## src/rtl/rc2c_pkg.sv

```systemverilog
// Shared types, constants and rotate helpers for the 128-bit RC2-style cipher.
// Used by the channel interfaces, the sequencer, the step unit and the top level.
// No dependencies.
package rc2c_pkg;

  localparam int unsigned WORD_W       = 32;
  localparam int unsigned KEY_AW       = 8;
  localparam int unsigned SUBKEY_COUNT = 256;
  localparam int unsigned ROUND_COUNT  = 64;
  localparam int unsigned ROUND_W      = 6;

  localparam logic [ROUND_W-1:0] ROUND_LAST     = ROUND_W'(ROUND_COUNT - 1);
  localparam logic [1:0]         WORD_LAST      = 2'd3;
  localparam logic [2:0]         MOD6_LAST      = 3'd5;
  localparam logic [2:0]         MASH_ENC       = 3'd4;
  localparam logic [2:0]         MASH_DEC       = 3'd5;
  localparam logic [2:0]         DEC_START_MOD6 = 3'((ROUND_COUNT - 1) % 6);

  typedef enum logic [1:0] {
    CMD_LOAD = 2'd0,
    CMD_ENC  = 2'd1,
    CMD_DEC  = 2'd2
  } cmd_e;

  typedef logic [WORD_W-1:0] word_t;

  // Control bundle from the sequencer to the step unit and the result register.
  typedef struct packed {
    logic       load;
    logic       exec;
    logic       mash;
    logic       dec;
    logic [1:0] j;
    logic       fin;
  } ctrl_t;

  // Word j of the block rotates by 1, 2, 3 or 5.
  function automatic word_t rotl_word(word_t v, logic [1:0] j);
    word_t r;
    case (j)
      2'd0:    r = {v[30:0], v[31]};
      2'd1:    r = {v[29:0], v[31:30]};
      2'd2:    r = {v[28:0], v[31:29]};
      default: r = {v[26:0], v[31:27]};
    endcase
    return r;
  endfunction

  function automatic word_t rotr_word(word_t v, logic [1:0] j);
    word_t r;
    case (j)
      2'd0:    r = {v[0], v[31:1]};
      2'd1:    r = {v[1:0], v[31:2]};
      2'd2:    r = {v[2:0], v[31:3]};
      default: r = {v[4:0], v[31:5]};
    endcase
    return r;
  endfunction

endpackage

```

## src/rtl/rc2c_step_unit.sv

```systemverilog
// Shared mix/mash unit with the four block word registers.
// The words are kept rotated so that the word being updated is always slot 0.
// Depends on rc2c_pkg.
module rc2c_step_unit (
  input  logic                         clk_i,
  input  rc2c_pkg::ctrl_t              ctrl_i,
  input  rc2c_pkg::word_t              in_word0_i,
  input  rc2c_pkg::word_t              in_word1_i,
  input  rc2c_pkg::word_t              in_word2_i,
  input  rc2c_pkg::word_t              in_word3_i,
  input  rc2c_pkg::word_t              key_i,
  output logic [rc2c_pkg::KEY_AW-1:0]  mash_addr_o,
  output rc2c_pkg::word_t              res_word0_o,
  output rc2c_pkg::word_t              res_word1_o,
  output rc2c_pkg::word_t              res_word2_o,
  output rc2c_pkg::word_t              res_word3_o
);

  // Slot i holds block word (j + i) mod 4.
  rc2c_pkg::word_t slot_q [4];
  rc2c_pkg::word_t mix_f;
  rc2c_pkg::word_t new_word;

  assign mix_f = (slot_q[1] & ~slot_q[3]) + (slot_q[2] & slot_q[3]);

  always_comb begin
    if (ctrl_i.mash) begin
      new_word = ctrl_i.dec ? (slot_q[0] - key_i) : (slot_q[0] + key_i);
    end else if (ctrl_i.dec) begin
      new_word = rc2c_pkg::rotr_word(slot_q[0], ctrl_i.j) - (mix_f + key_i);
    end else begin
      new_word = rc2c_pkg::rotl_word(slot_q[0] + mix_f + key_i, ctrl_i.j);
    end
  end

  always_ff @(posedge clk_i) begin
    if (ctrl_i.load) begin
      if (ctrl_i.dec) begin
        slot_q[0] <= in_word3_i;
        slot_q[1] <= in_word0_i;
        slot_q[2] <= in_word1_i;
        slot_q[3] <= in_word2_i;
      end else begin
        slot_q[0] <= in_word0_i;
        slot_q[1] <= in_word1_i;
        slot_q[2] <= in_word2_i;
        slot_q[3] <= in_word3_i;
      end
    end else if (ctrl_i.exec) begin
      // Encryption walks the words upward, decryption downward.
      if (ctrl_i.dec) begin
        slot_q[0] <= slot_q[3];
        slot_q[1] <= new_word;
        slot_q[2] <= slot_q[1];
        slot_q[3] <= slot_q[2];
      end else begin
        slot_q[0] <= slot_q[1];
        slot_q[1] <= slot_q[2];
        slot_q[2] <= slot_q[3];
        slot_q[3] <= new_word;
      end
    end
  end

  // The mashing subkey is picked by the low byte of the preceding word.
  assign mash_addr_o = slot_q[3][rc2c_pkg::KEY_AW-1:0];

  // After the last step the slots are aligned for encryption and offset by
  // one word for decryption.
  assign res_word0_o = ctrl_i.dec ? slot_q[1] : slot_q[0];
  assign res_word1_o = ctrl_i.dec ? slot_q[2] : slot_q[1];
  assign res_word2_o = ctrl_i.dec ? slot_q[3] : slot_q[2];
  assign res_word3_o = ctrl_i.dec ? slot_q[0] : slot_q[3];

endmodule

```

## config.mk

```make
export PLATFORM = sky130hd
export DESIGN_NAME = rc2c_step_unit
export DESIGN_NICKNAME = d
export VERILOG_FILES = /design/src/rtl/rc2c_pkg.sv /design/src/rtl/rc2c_step_unit.sv
export SDC_FILE = /design/constraint.sdc
export NUM_CORES = 1
export LEC_CHECK = 0
export BUFFER_PORTS_ARGS = -buffer_cell sky130_fd_sc_hd__buf_4
export CORE_MARGIN = 3
export CORE_UTILIZATION = 38
export DETAILED_ROUTE_END_ITERATION = 10
export GPL_TIMING_DRIVEN = 0
export PLACE_DENSITY_LB_ADDON = 0.08
export SETUP_SLACK_MARGIN = 0.3
export SYNTH_ARGS = -nofsm -noshare
export SYNTH_HDL_FRONTEND = slang
export SYNTH_SLANG_ARGS = --single-unit
```

## constraint.sdc

```tcl
create_clock -name clk_i -period 7.8 [get_ports clk_i]
set_input_delay 1.17 -clock clk_i [delete_from_list [all_inputs] [get_ports clk_i]]
set_output_delay 1.17 -clock clk_i [all_outputs]
set_load 0.02 [all_outputs]
```

==> impl_results.md <==
* Status: finished with violations
* Via count at between 20000 and 25000
* Ys async rst share at 0%
* Largest register FFs at between 100 and 150
* Pin count of the biggest net entering global routing at 33
* Post-synth EDFFs at around 130
* Pwr/cell area at 283 nW/um^2
* Dpl hpwl at around 90000 um
* # fillers at 5090
* Max layer used: met5
* Die Y at approximately 230 um
* Critical path arrival at 7.67 ns
* Largest cells by area after synthesis: edfxtp_1, fa_1, nand2_1, ha_1, mux2_2
* Dpl cells at around 3300
* Final Slew Violations at 12
* Most common cell in the netlist: nand2_1
* RSZ-0062 raised after global routing: false
* Final setup vio count at 0
* CTS H-tree lvls at 4
* CTS root buf: clkbuf_16
* Post-synthesis cell area at 19000 sq um
* Post-synthesis cell count at 2352
* Max_cap viols at 1
* Period utilization at 95.8%
* Final Instance Count excl. Fillers at 3347
* CTS tree: yes
* Hold Fails Final Rpt at 0
* Detailed Route WL at 116000 um
* Drt wl/cell at between 30 and 40 um
* Top achievable clock speed at ~130 MHz
* Crit Path Class: input pin to register
* Later-pin clock latency in the skew report at 0.45 ns
* CP Capture Type: register
* Nets at 2999
* Post-layout min period at ~7.5 ns
* Post-synthesis sequential area ratio at 20.2%
* # clock sinks at 128
* Worst min path class: register to register
* Top_reg_cell synth: edfxtp_1
* Mapped Nets at 2679
* Synth warnings at 0
* Flop and latch count out of synthesis at between 100 and 150
* Hold_buf cts at 0
* I/O pin cnt at 304
* DRC Markers at 9
* Clk slew on worst S/H paths at roughly 0.06 ns
* Synth-to-Final Area Change at 19.4%
* Met2 WL at 49400 um
* Leading area contributor after synthesis: edfxtp_1
* Site Rows at 81
* PortBufs at 299
* TritonCTS Buffers at 17
* Die area at about 53000 sq um
* Crit-path max FO at 10
* Top reg by flops: slot_q
* Max clock buf depth at 2
* Iter 0 DRT Violations at 3868
* Number of global-route vias before repair at 21300
* GP Congestion at 1.03
* Core area at 49300 sq um
* DR vias/cell at 6.79
* Drt pass-1 iters at 11
* Top flop regs: slot_q x128
* Chip width at 230 um
* Antenna violations before repair at 5
* Layout cell share with drive strength beyond 1 at 18.9%
* Max Clock Skew at 0.0118 ns
* GRT overflow at 0
* Met1 WL at 45600 um
* CP Launch Type: input pin
* First-pass GRT wire length at 159000 um
* Worst Path Required at around 8.0 ns
* Routed wl met3 at 16300 um
* Worst rel slew slack at -3.85%
* Fin util at 46.2%
* Top cell type's share of synthesized area at 20.2%
* Syn Area/Cell at 8.10 sq um
* P_leak at 9.49 nW
* Failing checks: DRC, capacitance limit, slew limit
* Routed Antenna Nets at 0
* Worst vdd ir at 162 uV
* GRT Total Usage at 42.0%
* Distinct cell type count after synthesis at between 70 and 80
* Starting Density at between 30% and 40%
* Tightest Pin Transition at 1.56 ns
* Post-synth top cells: nand2_1, a21oi_1, o21ai_0
==> routing by layer <==
layer / vias to the layer above / global-route usage (%)
li1: 9347 / -
met1: 11100 / 56.6
met2: 1950 / 63.4
met3: 323 / 13.6
met4: 2 / 14.0
met5: - / 0
==> final cells by class <==
cell class | count | area [sq um] | area share [%]
multi-input combinational | 1908 | 14000 | 61.5
sequential | 128 | 3840 | 16.9
timing repair buffer | 302 | 2310 | 10.2
tap | 664 | 831 | 3.65
buffer | 160 | 653 | 2.87
inverter | 155 | 582 | 2.56
clock buffer | 18 | 429 | 1.89
clock inverter | 10 | 98.8 | 0.435
antenna | 2 | 5.00 | 0.0220
==> final timing paths <==
kind,from,end,slack (ns),cells past startpoint
max,ctrl_i[3],slot_q[1][20],0.33,17
min,slot_q[3][31],slot_q[2][31],0.67,2
max reg2reg,slot_q[3][2],slot_q[3][27],1.15,15
min reg2reg,slot_q[3][31],slot_q[2][31],0.67,2
==> worst max-delay path, stage by stage <==
cell and delay [ns]:
clkbuf_1 0.55, clkbuf_2 0.51, clkbuf_1 0.56, clkbuf_1 0.71
clkbuf_2 0.57, mux2i_1 0.21, fa_1 0.48, a211oi_1 0.41
nor3_1 0.15, a211oi_1 0.31, o21ai_0 0.23, a31oi_1 0.33
o21bai_1 0.15, a21oi_1 0.20, xor2_1 0.40, mux2i_1 0.33
a221o_1 0.39
==> power by group <==
part	internal, mW	switching, mW	total, mW
clock network	0.456	0.325	0.781
logic	1.58	2.96	4.54
registers	0.884	0.231	1.12
==> repair_timing <==
item,in CTS,in global routing
cloned,0,0
resized for setup,7,6
buffers inserted,0,0
setup endpoints to repair,6,9
==> placed cells by master (no fill, tap or decap), types with 16 or more instances in the layout <==
| master | count |
|---|---|
| a211oi_1 | 53 |
| a21o_1 | 49 |
| a21oi_1 | 208 |
| a221oi_1 | 46 |
| a22oi_1 | 26 |
| a31oi_1 | 40 |
| and3_1 | 49 |
| buf_1 | 16 |
| buf_4 | 307 |
| clkbuf_1 | 129 |
| clkbuf_16 | 17 |
| edfxtp_1 | 128 |
| fa_1 | 64 |
| ha_1 | 95 |
| inv_1 | 147 |
| mux2_2 | 105 |
| mux2i_1 | 38 |
| mux4_2 | 35 |
| nand2_1 | 329 |
| nand3_1 | 25 |
| nor2_1 | 124 |
| nor2b_1 | 17 |
| nor3_1 | 27 |
| o211ai_1 | 19 |
| o21ai_0 | 196 |
| o22ai_1 | 23 |
| xnor2_1 | 90 |
| xor2_1 | 38 |
==> through the flow <==
step	instance area, sq um	setup slack (ns)	hold WS [ns]	TNS (ns)	total power, mW
floorplan	19000	1.94	0.593	0	3.71
global placement	22100	-0.436	0.654	-2.56	5.43
detailed placement	22200	-0.423	0.662	-1.93	5.42
CTS	22700	0.289	0.669	0	6.21
global route	22700	0.338	0.717	0	6.68
finish	22700	0.329	0.674	0	6.44
==> cells by family after synthesis <==
group,after synthesis,share of synthesized area (%)
fa+ha+maj,159,13.0
flops,128,20.2
compound gates,794,26.8
simple gates,648,15.4
xor+xnor,128,5.89
other cells,1,0.0197
buf+inv,316,6.39
mux,178,12.3
(Power assumes the default switching activity.)
