**src/rtl/rc2c_pkg.sv**
```systemverilog
// Shared types, constants and rotate helpers for the 128-bit RC2-style cipher.
// Used by the channel interfaces, the sequencer, the step unit and the top level.
// No dependencies.
package rc2c_pkg;

  localparam int unsigned WORD_W       = 32;
  localparam int unsigned KEY_AW       = 8;
  localparam int unsigned SUBKEY_COUNT = 256;
  localparam int unsigned ROUND_COUNT  = 64;
  localparam int unsigned ROUND_W      = 6;

  localparam logic [ROUND_W-1:0] ROUND_LAST     = ROUND_W'(ROUND_COUNT - 1);
  localparam logic [1:0]         WORD_LAST      = 2'd3;
  localparam logic [2:0]         MOD6_LAST      = 3'd5;
  localparam logic [2:0]         MASH_ENC       = 3'd4;
  localparam logic [2:0]         MASH_DEC       = 3'd5;
  localparam logic [2:0]         DEC_START_MOD6 = 3'((ROUND_COUNT - 1) % 6);

  typedef enum logic [1:0] {
    CMD_LOAD = 2'd0,
    CMD_ENC  = 2'd1,
    CMD_DEC  = 2'd2
  } cmd_e;

  typedef logic [WORD_W-1:0] word_t;

  // Control bundle from the sequencer to the step unit and the result register.
  typedef struct packed {
    logic       load;
    logic       exec;
    logic       mash;
    logic       dec;
    logic [1:0] j;
    logic       fin;
  } ctrl_t;

  // Word j of the block rotates by 1, 2, 3 or 5.
  function automatic word_t rotl_word(word_t v, logic [1:0] j);
    word_t r;
    case (j)
      2'd0:    r = {v[30:0], v[31]};
      2'd1:    r = {v[29:0], v[31:30]};
      2'd2:    r = {v[28:0], v[31:29]};
      default: r = {v[26:0], v[31:27]};
    endcase
    return r;
  endfunction

  function automatic word_t rotr_word(word_t v, logic [1:0] j);
    word_t r;
    case (j)
      2'd0:    r = {v[0], v[31:1]};
      2'd1:    r = {v[1:0], v[31:2]};
      2'd2:    r = {v[2:0], v[31:3]};
      default: r = {v[4:0], v[31:5]};
    endcase
    return r;
  endfunction

endpackage

```
**src/rtl/rc2c_ctrl.sv**
```systemverilog
// Round sequencer: walks the 64 rounds and 10 mashing rounds; each word step is a
// subkey read, then an update. Depends on rc2c_pkg.
module rc2c_ctrl (
  input  logic                         clk_i,
  input  logic                         rst_ni,
  input  logic                         start_i,
  input  logic                         start_dec_i,
  input  logic                         out_free_i,
  input  logic [rc2c_pkg::KEY_AW-1:0]  mash_addr_i,
  output logic                         idle_o,
  output logic [rc2c_pkg::KEY_AW-1:0]  rd_addr_o,
  output rc2c_pkg::ctrl_t              ctrl_o
);

  typedef enum logic [3:0] {
    ST_IDLE = 4'b0001,
    ST_ADDR = 4'b0010,
    ST_EXEC = 4'b0100,
    ST_FIN  = 4'b1000
  } state_e;

  state_e                              state_q, state_d;
  logic [rc2c_pkg::ROUND_W-1:0]        r_q, r_d;
  logic [2:0]                          mod6_q, mod6_d;
  logic [1:0]                          j_q, j_d;
  logic                                mash_q, mash_d;
  logic                                dec_q, dec_d;

  logic step_end;
  logic mash_round;
  logic last_round;

  assign step_end   = (j_q == (dec_q ? 2'd0 : rc2c_pkg::WORD_LAST));
  assign mash_round = dec_q ? (mod6_q == rc2c_pkg::MASH_DEC)
                            : (mod6_q == rc2c_pkg::MASH_ENC);
  assign last_round = (r_q == (dec_q ? '0 : rc2c_pkg::ROUND_LAST));

  always_comb begin
    state_d = state_q;
    r_d     = r_q;
    mod6_d  = mod6_q;
    j_d     = j_q;
    mash_d  = mash_q;
    dec_d   = dec_q;
    unique case (state_q)
      ST_IDLE: begin
        if (start_i) begin
          state_d = ST_ADDR;
          dec_d   = start_dec_i;
          mash_d  = 1'b0;
          r_d     = start_dec_i ? rc2c_pkg::ROUND_LAST : '0;
          mod6_d  = start_dec_i ? rc2c_pkg::DEC_START_MOD6 : 3'd0;
          j_d     = start_dec_i ? rc2c_pkg::WORD_LAST : 2'd0;
        end
      end
      ST_ADDR: begin
        state_d = ST_EXEC;
      end
      ST_EXEC: begin
        state_d = ST_ADDR;
        if (!step_end) begin
          j_d = dec_q ? (j_q - 2'd1) : (j_q + 2'd1);
        end else if (!mash_q && mash_round) begin
          mash_d = 1'b1;
          j_d    = dec_q ? rc2c_pkg::WORD_LAST : 2'd0;
        end else if (last_round) begin
          state_d = ST_FIN;
        end else begin
          mash_d = 1'b0;
          j_d    = dec_q ? rc2c_pkg::WORD_LAST : 2'd0;
          if (dec_q) begin
            r_d    = r_q - 1'b1;
            mod6_d = (mod6_q == 3'd0) ? rc2c_pkg::MOD6_LAST : (mod6_q - 3'd1);
          end else begin
            r_d    = r_q + 1'b1;
            mod6_d = (mod6_q == rc2c_pkg::MOD6_LAST) ? 3'd0 : (mod6_q + 3'd1);
          end
        end
      end
      ST_FIN: begin
        if (out_free_i) begin
          state_d = ST_IDLE;
        end
      end
      default: begin
        state_d = ST_IDLE;
      end
    endcase
  end

  always_ff @(posedge clk_i or negedge rst_ni) begin
    if (!rst_ni) begin
      state_q <= ST_IDLE;
      r_q     <= '0;
      mod6_q  <= '0;
      j_q     <= '0;
      mash_q  <= 1'b0;
      dec_q   <= 1'b0;
    end else begin
      state_q <= state_d;
      r_q     <= r_d;
      mod6_q  <= mod6_d;
      j_q     <= j_d;
      mash_q  <= mash_d;
      dec_q   <= dec_d;
    end
  end

  assign idle_o    = (state_q == ST_IDLE);
  assign rd_addr_o = mash_q ? mash_addr_i : {r_q, j_q};

  always_comb begin
    ctrl_o.load = (state_q == ST_IDLE) && start_i;
    ctrl_o.exec = (state_q == ST_EXEC);
    ctrl_o.mash = mash_q;
    ctrl_o.dec  = (state_q == ST_IDLE) ? start_dec_i : dec_q;
    ctrl_o.j    = j_q;
    ctrl_o.fin  = (state_q == ST_FIN) && out_free_i;
  end

  a_start_to_addr: assert property (@(posedge clk_i) disable iff (!rst_ni)
    (state_q == ST_IDLE && start_i) |=> (state_q == ST_ADDR))
    else $error("block request did not start the round sequence");

  a_mash_phase: assert property (@(posedge clk_i) disable iff (!rst_ni)
    (state_q == ST_EXEC && mash_q) |->
      (dec_q ? (mod6_q == rc2c_pkg::MASH_DEC) : (mod6_q == rc2c_pkg::MASH_ENC)))
    else $error("mashing step outside a mashing round");

  a_fin_position: assert property (@(posedge clk_i) disable iff (!rst_ni)
    (state_q == ST_FIN) |->
      (!mash_q && r_q == (dec_q ? '0 : rc2c_pkg::ROUND_LAST)
       && j_q == (dec_q ? 2'd0 : rc2c_pkg::WORD_LAST)))
    else $error("sequence finished before the last round step");

  a_exec_next: assert property (@(posedge clk_i) disable iff (!rst_ni)
    (state_q == ST_EXEC) |=> (state_q == ST_ADDR || state_q == ST_FIN))
    else $error("update step not followed by a read or finish");

  a_mod6_range: assert property (@(posedge clk_i) disable iff (!rst_ni)
    (state_q != ST_IDLE) |-> (mod6_q <= rc2c_pkg::MOD6_LAST))
    else $error("round phase counter out of range");

endmodule

```
**config.mk**
```make
export PLATFORM = sky130hd
export DESIGN_NAME = rc2c_ctrl
export DESIGN_NICKNAME = d
export VERILOG_FILES = /design/src/rtl/rc2c_pkg.sv /design/src/rtl/rc2c_ctrl.sv
export SDC_FILE = /design/constraint.sdc
export NUM_CORES = 1
export LEC_CHECK = 0
export ABC_AREA = 1
export BUFFER_PORTS_ARGS = -buffer_cell sky130_fd_sc_hd__clkbuf_2
export CAP_MARGIN = 30
export CORE_UTILIZATION = 45
export DETAILED_ROUTE_END_ITERATION = 8
export PLACE_DENSITY = 0.76
export SETUP_SLACK_MARGIN = 0.05
export SYNTH_ARGS = -nofsm -noshare
export SYNTH_HDL_FRONTEND = slang
export SYNTH_SLANG_ARGS = --single-unit
```
**constraint.sdc**
```tcl
create_clock -name clk_i -period 4.8 [get_ports clk_i]
set_input_delay 0.96 -clock clk_i [delete_from_list [all_inputs] [get_ports clk_i]]
set_output_delay 0.96 -clock clk_i [all_outputs]
set_load 0.02 [all_outputs]
```
==> key figures, run 1 <==
Yosys
  – Synthesized flop and latch total: 17
  – Yosys warning count: 0
  – Seq/Total Area, Yosys: 33.50%
  – Synth unique cells: 27
  – Syn Nets: 206
  – Post-synthesis instance area: 1274 µm²
  – Synth Instances: 188
  – Post-synthesis area per instance: 6.775 µm²

Timing
  – Final max-slew violation count: 0
  – Fin. Hold Viols: 0
  – Clock Skew: 0.01011 ns
  – Fin crit period: 2.441 ns
  – Worst-margin pin slew: 0.4539 ns
  – Slew headroom: 69.74%
  – Maximum clock rate: 0.4097 GHz
  – Final setup violation count: 0
  – RSZ-0062 raised after global routing: no
  – Fin crit share: 50.85%
  – Fin Setup TNS: 0 ns

Critical path
  – Worst Setup Start Kind: register
  – CP Data Required Time: 3.84 ns
  – Arr. time, crit path: 1.48 ns
  – Endpoint type of the worst setup path: output pin
  – Crit Path Class: register to output pin
  – Critical path peak fanout: 12

Cells and area
  – Commonest non-fill, non-tap cell in the layout: nand2_1
  – Most frequent cells in the layout: nand2_1, clkbuf_2, inv_1, dfrtp_1, nand3_1
  – N_diodes: 0
  – Post-Route Utilization: 57.12%
  – Layout area overhead: 15.13%
  – Nets@finish: 237
  – Share of layout cells above drive strength 1: 21.10%

Power
  – Sw frac: 52.83%
  – Leakage: 0.8232 nW
  – PwrDens: 632.4 nW/µm²
  – Sw power: 0.4899 mW
  – Logic pwr share: 61.4%
  – Flop pwr share: 30.5%
  – Clock share of power: 8.1%
  – P_int: 0.4374 mW
  – Peak supply drop: 0.0003432 V

Placed design
  – Placer's final routability congestion estimate: 0.8280
  – HPWL after detailed placement: 2080 µm
  – PortBufs: 28

Min path
  – Hold WC Path Type: register to register

Floorplanning
  – Number of cell rows: 18
  – Die ar.: 3047 µm²
  – Die height: 55.20 µm
  – Die width: 55.20 µm
  – Initial Util: 49.61%
  – Core area: 2567 µm²
  – Top Ports: 29

Status
  – Status: complete, no violations

Flow run
  – Maximum capacitance violations: 0

Global routing
  – GRT Total Usage: 19.74%
  – Initial antenna violation count: 0
  – Vias in the first global route: 1,105
  – Largest net degree at the start of global routing: 18
  – Total gr overflow: 0
  – First-pass GRT wire length: 4857 µm

Clock tree
  – Cts bufs inserted: 3
  – Clock Tree Buf Depth: 2
  – Clock root cell: clkbuf_4
  – CTS tree: done
  – Clk_lat worst skew: 0.29 ns
  – Clock transition at the registers of the reported paths: 0.10 ns
  – Max H-tree Level: 1
  – Cts hold-fix bufs: 0
  – PostCTS Resize Cnt: 0
  – Setup bufs post-CTS: 0
  – Clock sink count: 17

Drt
  – DR vias: 1,252
  – Final WL: 2719 µm
  – Routed Antenna Nets: 0
  – First-pass detailed-route iteration total: 4
  – Vias per cell: 5.048
  – DRC marker count from the first detailed-route iteration: 23
  – Wire length per cell: 10.96 µm
  – # DRC: 0
[worst max-delay path, stage by stage (launching register included)]
cell and delay, ns:
dfrtp_1 0.63, inv_2 0.19, o21ai_0 0.19, clkbuf_2 0.19
[cell type report]
class	count	area (µm²)
sequential	17	426.7
timing repair buffer	28	140.1
clock buffer	4	26.28
tap	30	37.54
fill	255	1101
inverter	18	67.56
multi-input combinational	151	768.2
[metal layers]
metal,part of all wire (%),GRT usage (%)
met1,49,27.83
met4,0,4.286
met3,4.9,4.215
met5,0,0
met2,46,31.15
[stage by stage]
stage          hold slack (ns)  cell area, µm²  cells  worst slack [ns]  power (mW)
2_1_floorplan           0.4461            1274    188             2.566      0.7072
3_3_place_gp            0.4915            1440    244             2.414      0.8505
3_5_place_dp            0.4742            1440    244             2.395      0.8565
4_1_cts                 0.5064            1466    248             2.310      0.9363
5_1_grt                 0.5528            1466    248             2.205       1.032
6_report                0.5125            1466    248             2.359      0.9273
[worst paths after layout]
check | cells past startpoint | to | start | slack (ns)
setup / recovery | 3 | ctrl_o[3] | dec_q | 2.36
hold / removal | 1 | state_q[2] | state_q[3] | 0.51
setup reg to reg | 9 | r_q[2] | dec_q | 2.92
hold reg to reg | 1 | state_q[2] | state_q[3] | 0.51
max in group asynchronous | 1 | state_q[0] | rst_ni | 3.87
min in group asynchronous | 1 | state_q[3] | rst_ni | 0.59
[logic make-up (layout without fill, tap and decap cells)]
family                   Yosys count  in the layout  share of synthesized area (%)
AO/OA/AOI/OAI                     24             24                          9.725
XOR/XNOR                           3              3                          2.063
adder cells (fa/ha/maj)            5              5                          5.501
buffers and inverters             20             50                          6.189
flip-flops                        17             17                          33.50
AND/OR/NAND/NOR                  119            119                          43.03
[cell usage after synthesis]
cell | count | area share [%]
nand3_1 | 15 | 5.9
nand2_2 | 3 | 1.5
nand3_2 | 5 | 3.9
buf_4 | 1 | 0.59
nand4_1 | 3 | 1.5
o21ai_1 | 4 | 1.6
fa_1 | 1 | 1.6
o21ai_0 | 13 | 5.1
ha_1 | 4 | 3.9
xor2_1 | 2 | 1.4
dfrtp_1 | 16 | 31
inv_2 | 2 | 0.59
nor2_1 | 7 | 2.1
inv_1 | 16 | 4.7
o21a_1 | 1 | 0.59
nor3_1 | 1 | 0.39
nand2_1 | 79 | 23
nor2_2 | 2 | 0.98
nor4_1 | 1 | 0.49
nor2_8 | 1 | 1.6
a21oi_1 | 5 | 2.0
clkbuf_1 | 1 | 0.29
o22ai_1 | 1 | 0.49
xnor2_1 | 1 | 0.69
nor2_4 | 1 | 0.88
dfstp_2 | 1 | 2.1
nor3b_1 | 1 | 0.59
[power by group through the flow]
stage / clock network, mW / logic, mW / registers (mW)
after floorplan: 0 / 0.434 / 0.273
after global placement: 0 / 0.566 / 0.285
after detailed placement: 0 / 0.571 / 0.286
after CTS: 0.0801 / 0.574 / 0.283
after global routing: 0.0883 / 0.650 / 0.293
final: 0.0754 / 0.569 / 0.283
[sequential cells by signal (all words and copies together) (netlist names)]
register / count
r_q: 6
state_q: 4
mod6_q: 3
j_q: 2
dec_q: 1
mash_q: 1
(Power assumes the default switching activity.)
==> inputs of run 2 (changes only) <==
--- a/config.mk
+++ b/config.mk
@@ -10,7 +10,7 @@
 export CAP_MARGIN = 30
 export CORE_UTILIZATION = 45
 export DETAILED_ROUTE_END_ITERATION = 8
-export PLACE_DENSITY = 0.76
+export PLACE_DENSITY = 0.79
 export SETUP_SLACK_MARGIN = 0.05
 export SYNTH_ARGS = -nofsm -noshare
 export SYNTH_HDL_FRONTEND = slang
==> constraint.sdc (replaced) <==
create_clock -name clk_i -period 2.02 [get_ports clk_i]
set_input_delay 0.404 -clock clk_i [delete_from_list [all_inputs] [get_ports clk_i]]
set_output_delay 0.404 -clock clk_i [all_outputs]
set_load 0.02 [all_outputs]
==> run 2 against run 1 <==
Worst hold slack got worse by 0.48 ns. Utilization up 0.44 points. Die area unchanged. Largest power group unchanged.
==> key figures, run 2 (same netlist as run 1, synthesis figures left out) <==
Timing
  – Fin crit share: 88.42%
  – Maximum clock rate: 0.5599 GHz
  – Fin crit period: 1.786 ns
  – Clock Skew: 0.01045 ns
  – Fin. Hold Viols: 0
  – RSZ-0062 raised after global routing: no
  – Fin Setup TNS: 0 ns
  – Worst-margin pin slew: 0.4617 ns
  – Final setup violation count: 0
  – Final max-slew violation count: 0
  – Slew headroom: 69.22%

Clock tree
  – Clock sink count: 17
  – Clock Tree Buf Depth: 2
  – Max H-tree Level: 1
  – PostCTS Resize Cnt: 0
  – CTS tree: done
  – Clock root cell: clkbuf_4
  – Clock transition at the registers of the reported paths: 0.11 ns
  – Cts hold-fix bufs: 0
  – Setup bufs post-CTS: 0
  – Clk_lat worst skew: 0.30 ns
  – Cts bufs inserted: 3

Floorplanning
  – Top Ports: 29
  – Number of cell rows: 18
  – Core area: 2567 µm²
  – Die width: 55.20 µm
  – Die ar.: 3047 µm²
  – Initial Util: 49.61%
  – Die height: 55.20 µm

Cells and area
  – Most frequent cells in the layout: nand2_1, clkbuf_2, inv_1
  – Seq. cell area: 427.9 µm²
  – Commonest non-fill, non-tap cell in the layout: nand2_1
  – Layout area overhead: 16.01%
  – Share of layout cells above drive strength 1: 22.37%
  – Post-Route Utilization: 57.55%
  – Fill cells: 262
  – Area occupied by multi-input gates: 770.7 µm²
  – N_diodes: 0
  – Final Cell Area: 1478 µm²
  – Max FFs per register: 6
  – Largest register by flop count: r_q
  – Nets@finish: 238
  – Largest regs: r_q x6, state_q x4, mod6_q x3

Critical path
  – Slowest CP cell: dfrtp_2
  – Critical path peak fanout: 12
  – Worst Setup Start Kind: register
  – Arr. time, crit path: 2.02 ns
  – CP peak stage delay: 0.52 ns
  – Endpoint type of the worst setup path: register
  – Crit Path Class: register to register
  – CP Data Required Time: 2.25 ns
  – Most common cell on crit path: nand2_1
  – Worst R2R Path Depth: 9
  – Worst path cell trace: ha_1 > nand2_1 > nor2_1 > nand3_2 > inv_2 > nor2_2 > nand2_2 > nand2_1 > nand2_1

Drt
  – Vias per cell: 5.096
  – Final WL: 2938 µm
  – # DRC: 0
  – Routed Antenna Nets: 0
  – DRC marker count from the first detailed-route iteration: 35
  – Wire length per cell: 11.80 µm
  – First-pass detailed-route iteration total: 4
  – DR vias: 1,269

Global routing
  – Vias in the first global route: 1,191
  – GRT Total Usage: 21.34%
  – Largest net degree at the start of global routing: 18
  – First-pass GRT wire length: 5250 µm
  – Initial antenna violation count: 0
  – Total gr overflow: 0

Placed design
  – Placed cell area: 1448 µm²
  – Placer's final routability congestion estimate: 0.9456
  – HPWL after detailed placement: 2157 µm
  – PortBufs: 28

Power
  – Leakage: 0.8283 nW
  – Clock share of power: 8.3%
  – Flop pwr share: 30.4%
  – Logic pwr share: 61.3%
  – P_int: 1.049 mW
  – Sw power: 1.205 mW
  – PwrDens: 1525 nW/µm²
  – Peak supply drop: 0.0008118 V
  – Sw frac: 53.45%

Min path
  – Hold WC Path Type: input pin to asynchronous set/reset pin

Status
  – Status: complete, no violations

Flow run
  – Maximum capacitance violations: 0
[run 2: metrics by stage]
| stage | instances | hold slack (ns) | total power, mW | setup slack, ns |
|---|---|---|---|---|
| global route | 249 | 0.05530 | 2.484 | 0.06691 |
| global placement | 245 | 0.3698 | 2.046 | 0.2555 |
| floorplan | 188 | 0.1084 | 1.681 | 0.4160 |
| finish | 249 | 0.03217 | 2.254 | 0.2339 |
| CTS | 249 | 0.04730 | 2.247 | 0.1339 |
| detailed placement | 245 | 0.3774 | 2.050 | 0.1860 |
[run 2: area by class of cell]
cell class              count  share of cell area, %
repair buffers             29                  9.992
inverters                  18                  4.572
clock buffers               4                  1.778
multi-input cells         151                  52.16
flip-flops and latches     17                  28.96
well taps                  30                  2.540
[run 2: path summary, 6_finish.rpt]
check | start | to | slack (ns)
min in group clk_i | out_free_i | state_q[3] | 0.31
max in group asynchronous | rst_ni | state_q[0] | 1.64
setup reg to reg | dec_q | r_q[3] | 0.23
hold / removal | rst_ni | state_q[2] | 0.03
hold reg to reg | state_q[3] | state_q[2] | 0.53
setup / recovery | dec_q | r_q[3] | 0.23
[run 2: critical path, delay by kind of cell, from the launching register on]
family	cells	cell delay, ns
adder cells (fa/ha/maj)	1	0.38
AND/OR/NAND/NOR	7	0.73
flip-flops	1	0.52
buffers and inverters	1	0.08
[run 2: power by group through the flow]
stage               sequential [mW]  clock (mW)  combinational [mW]
floorplan                     0.649           0                1.03
global placement              0.679           0                1.37
detailed placement            0.680           0                1.37
CTS                           0.673       0.194                1.38
global route                  0.709       0.205                1.57
finish                        0.684       0.187                1.38
[run 2: layer usage]
layer	up-vias	wire length, µm	GRT usage (%)
li1	673	-	-
met5	-	0	0
met2	35	1251	32.19
met1	557	1527	31.15
met3	4	135	4.215
met4	0	24	5.714
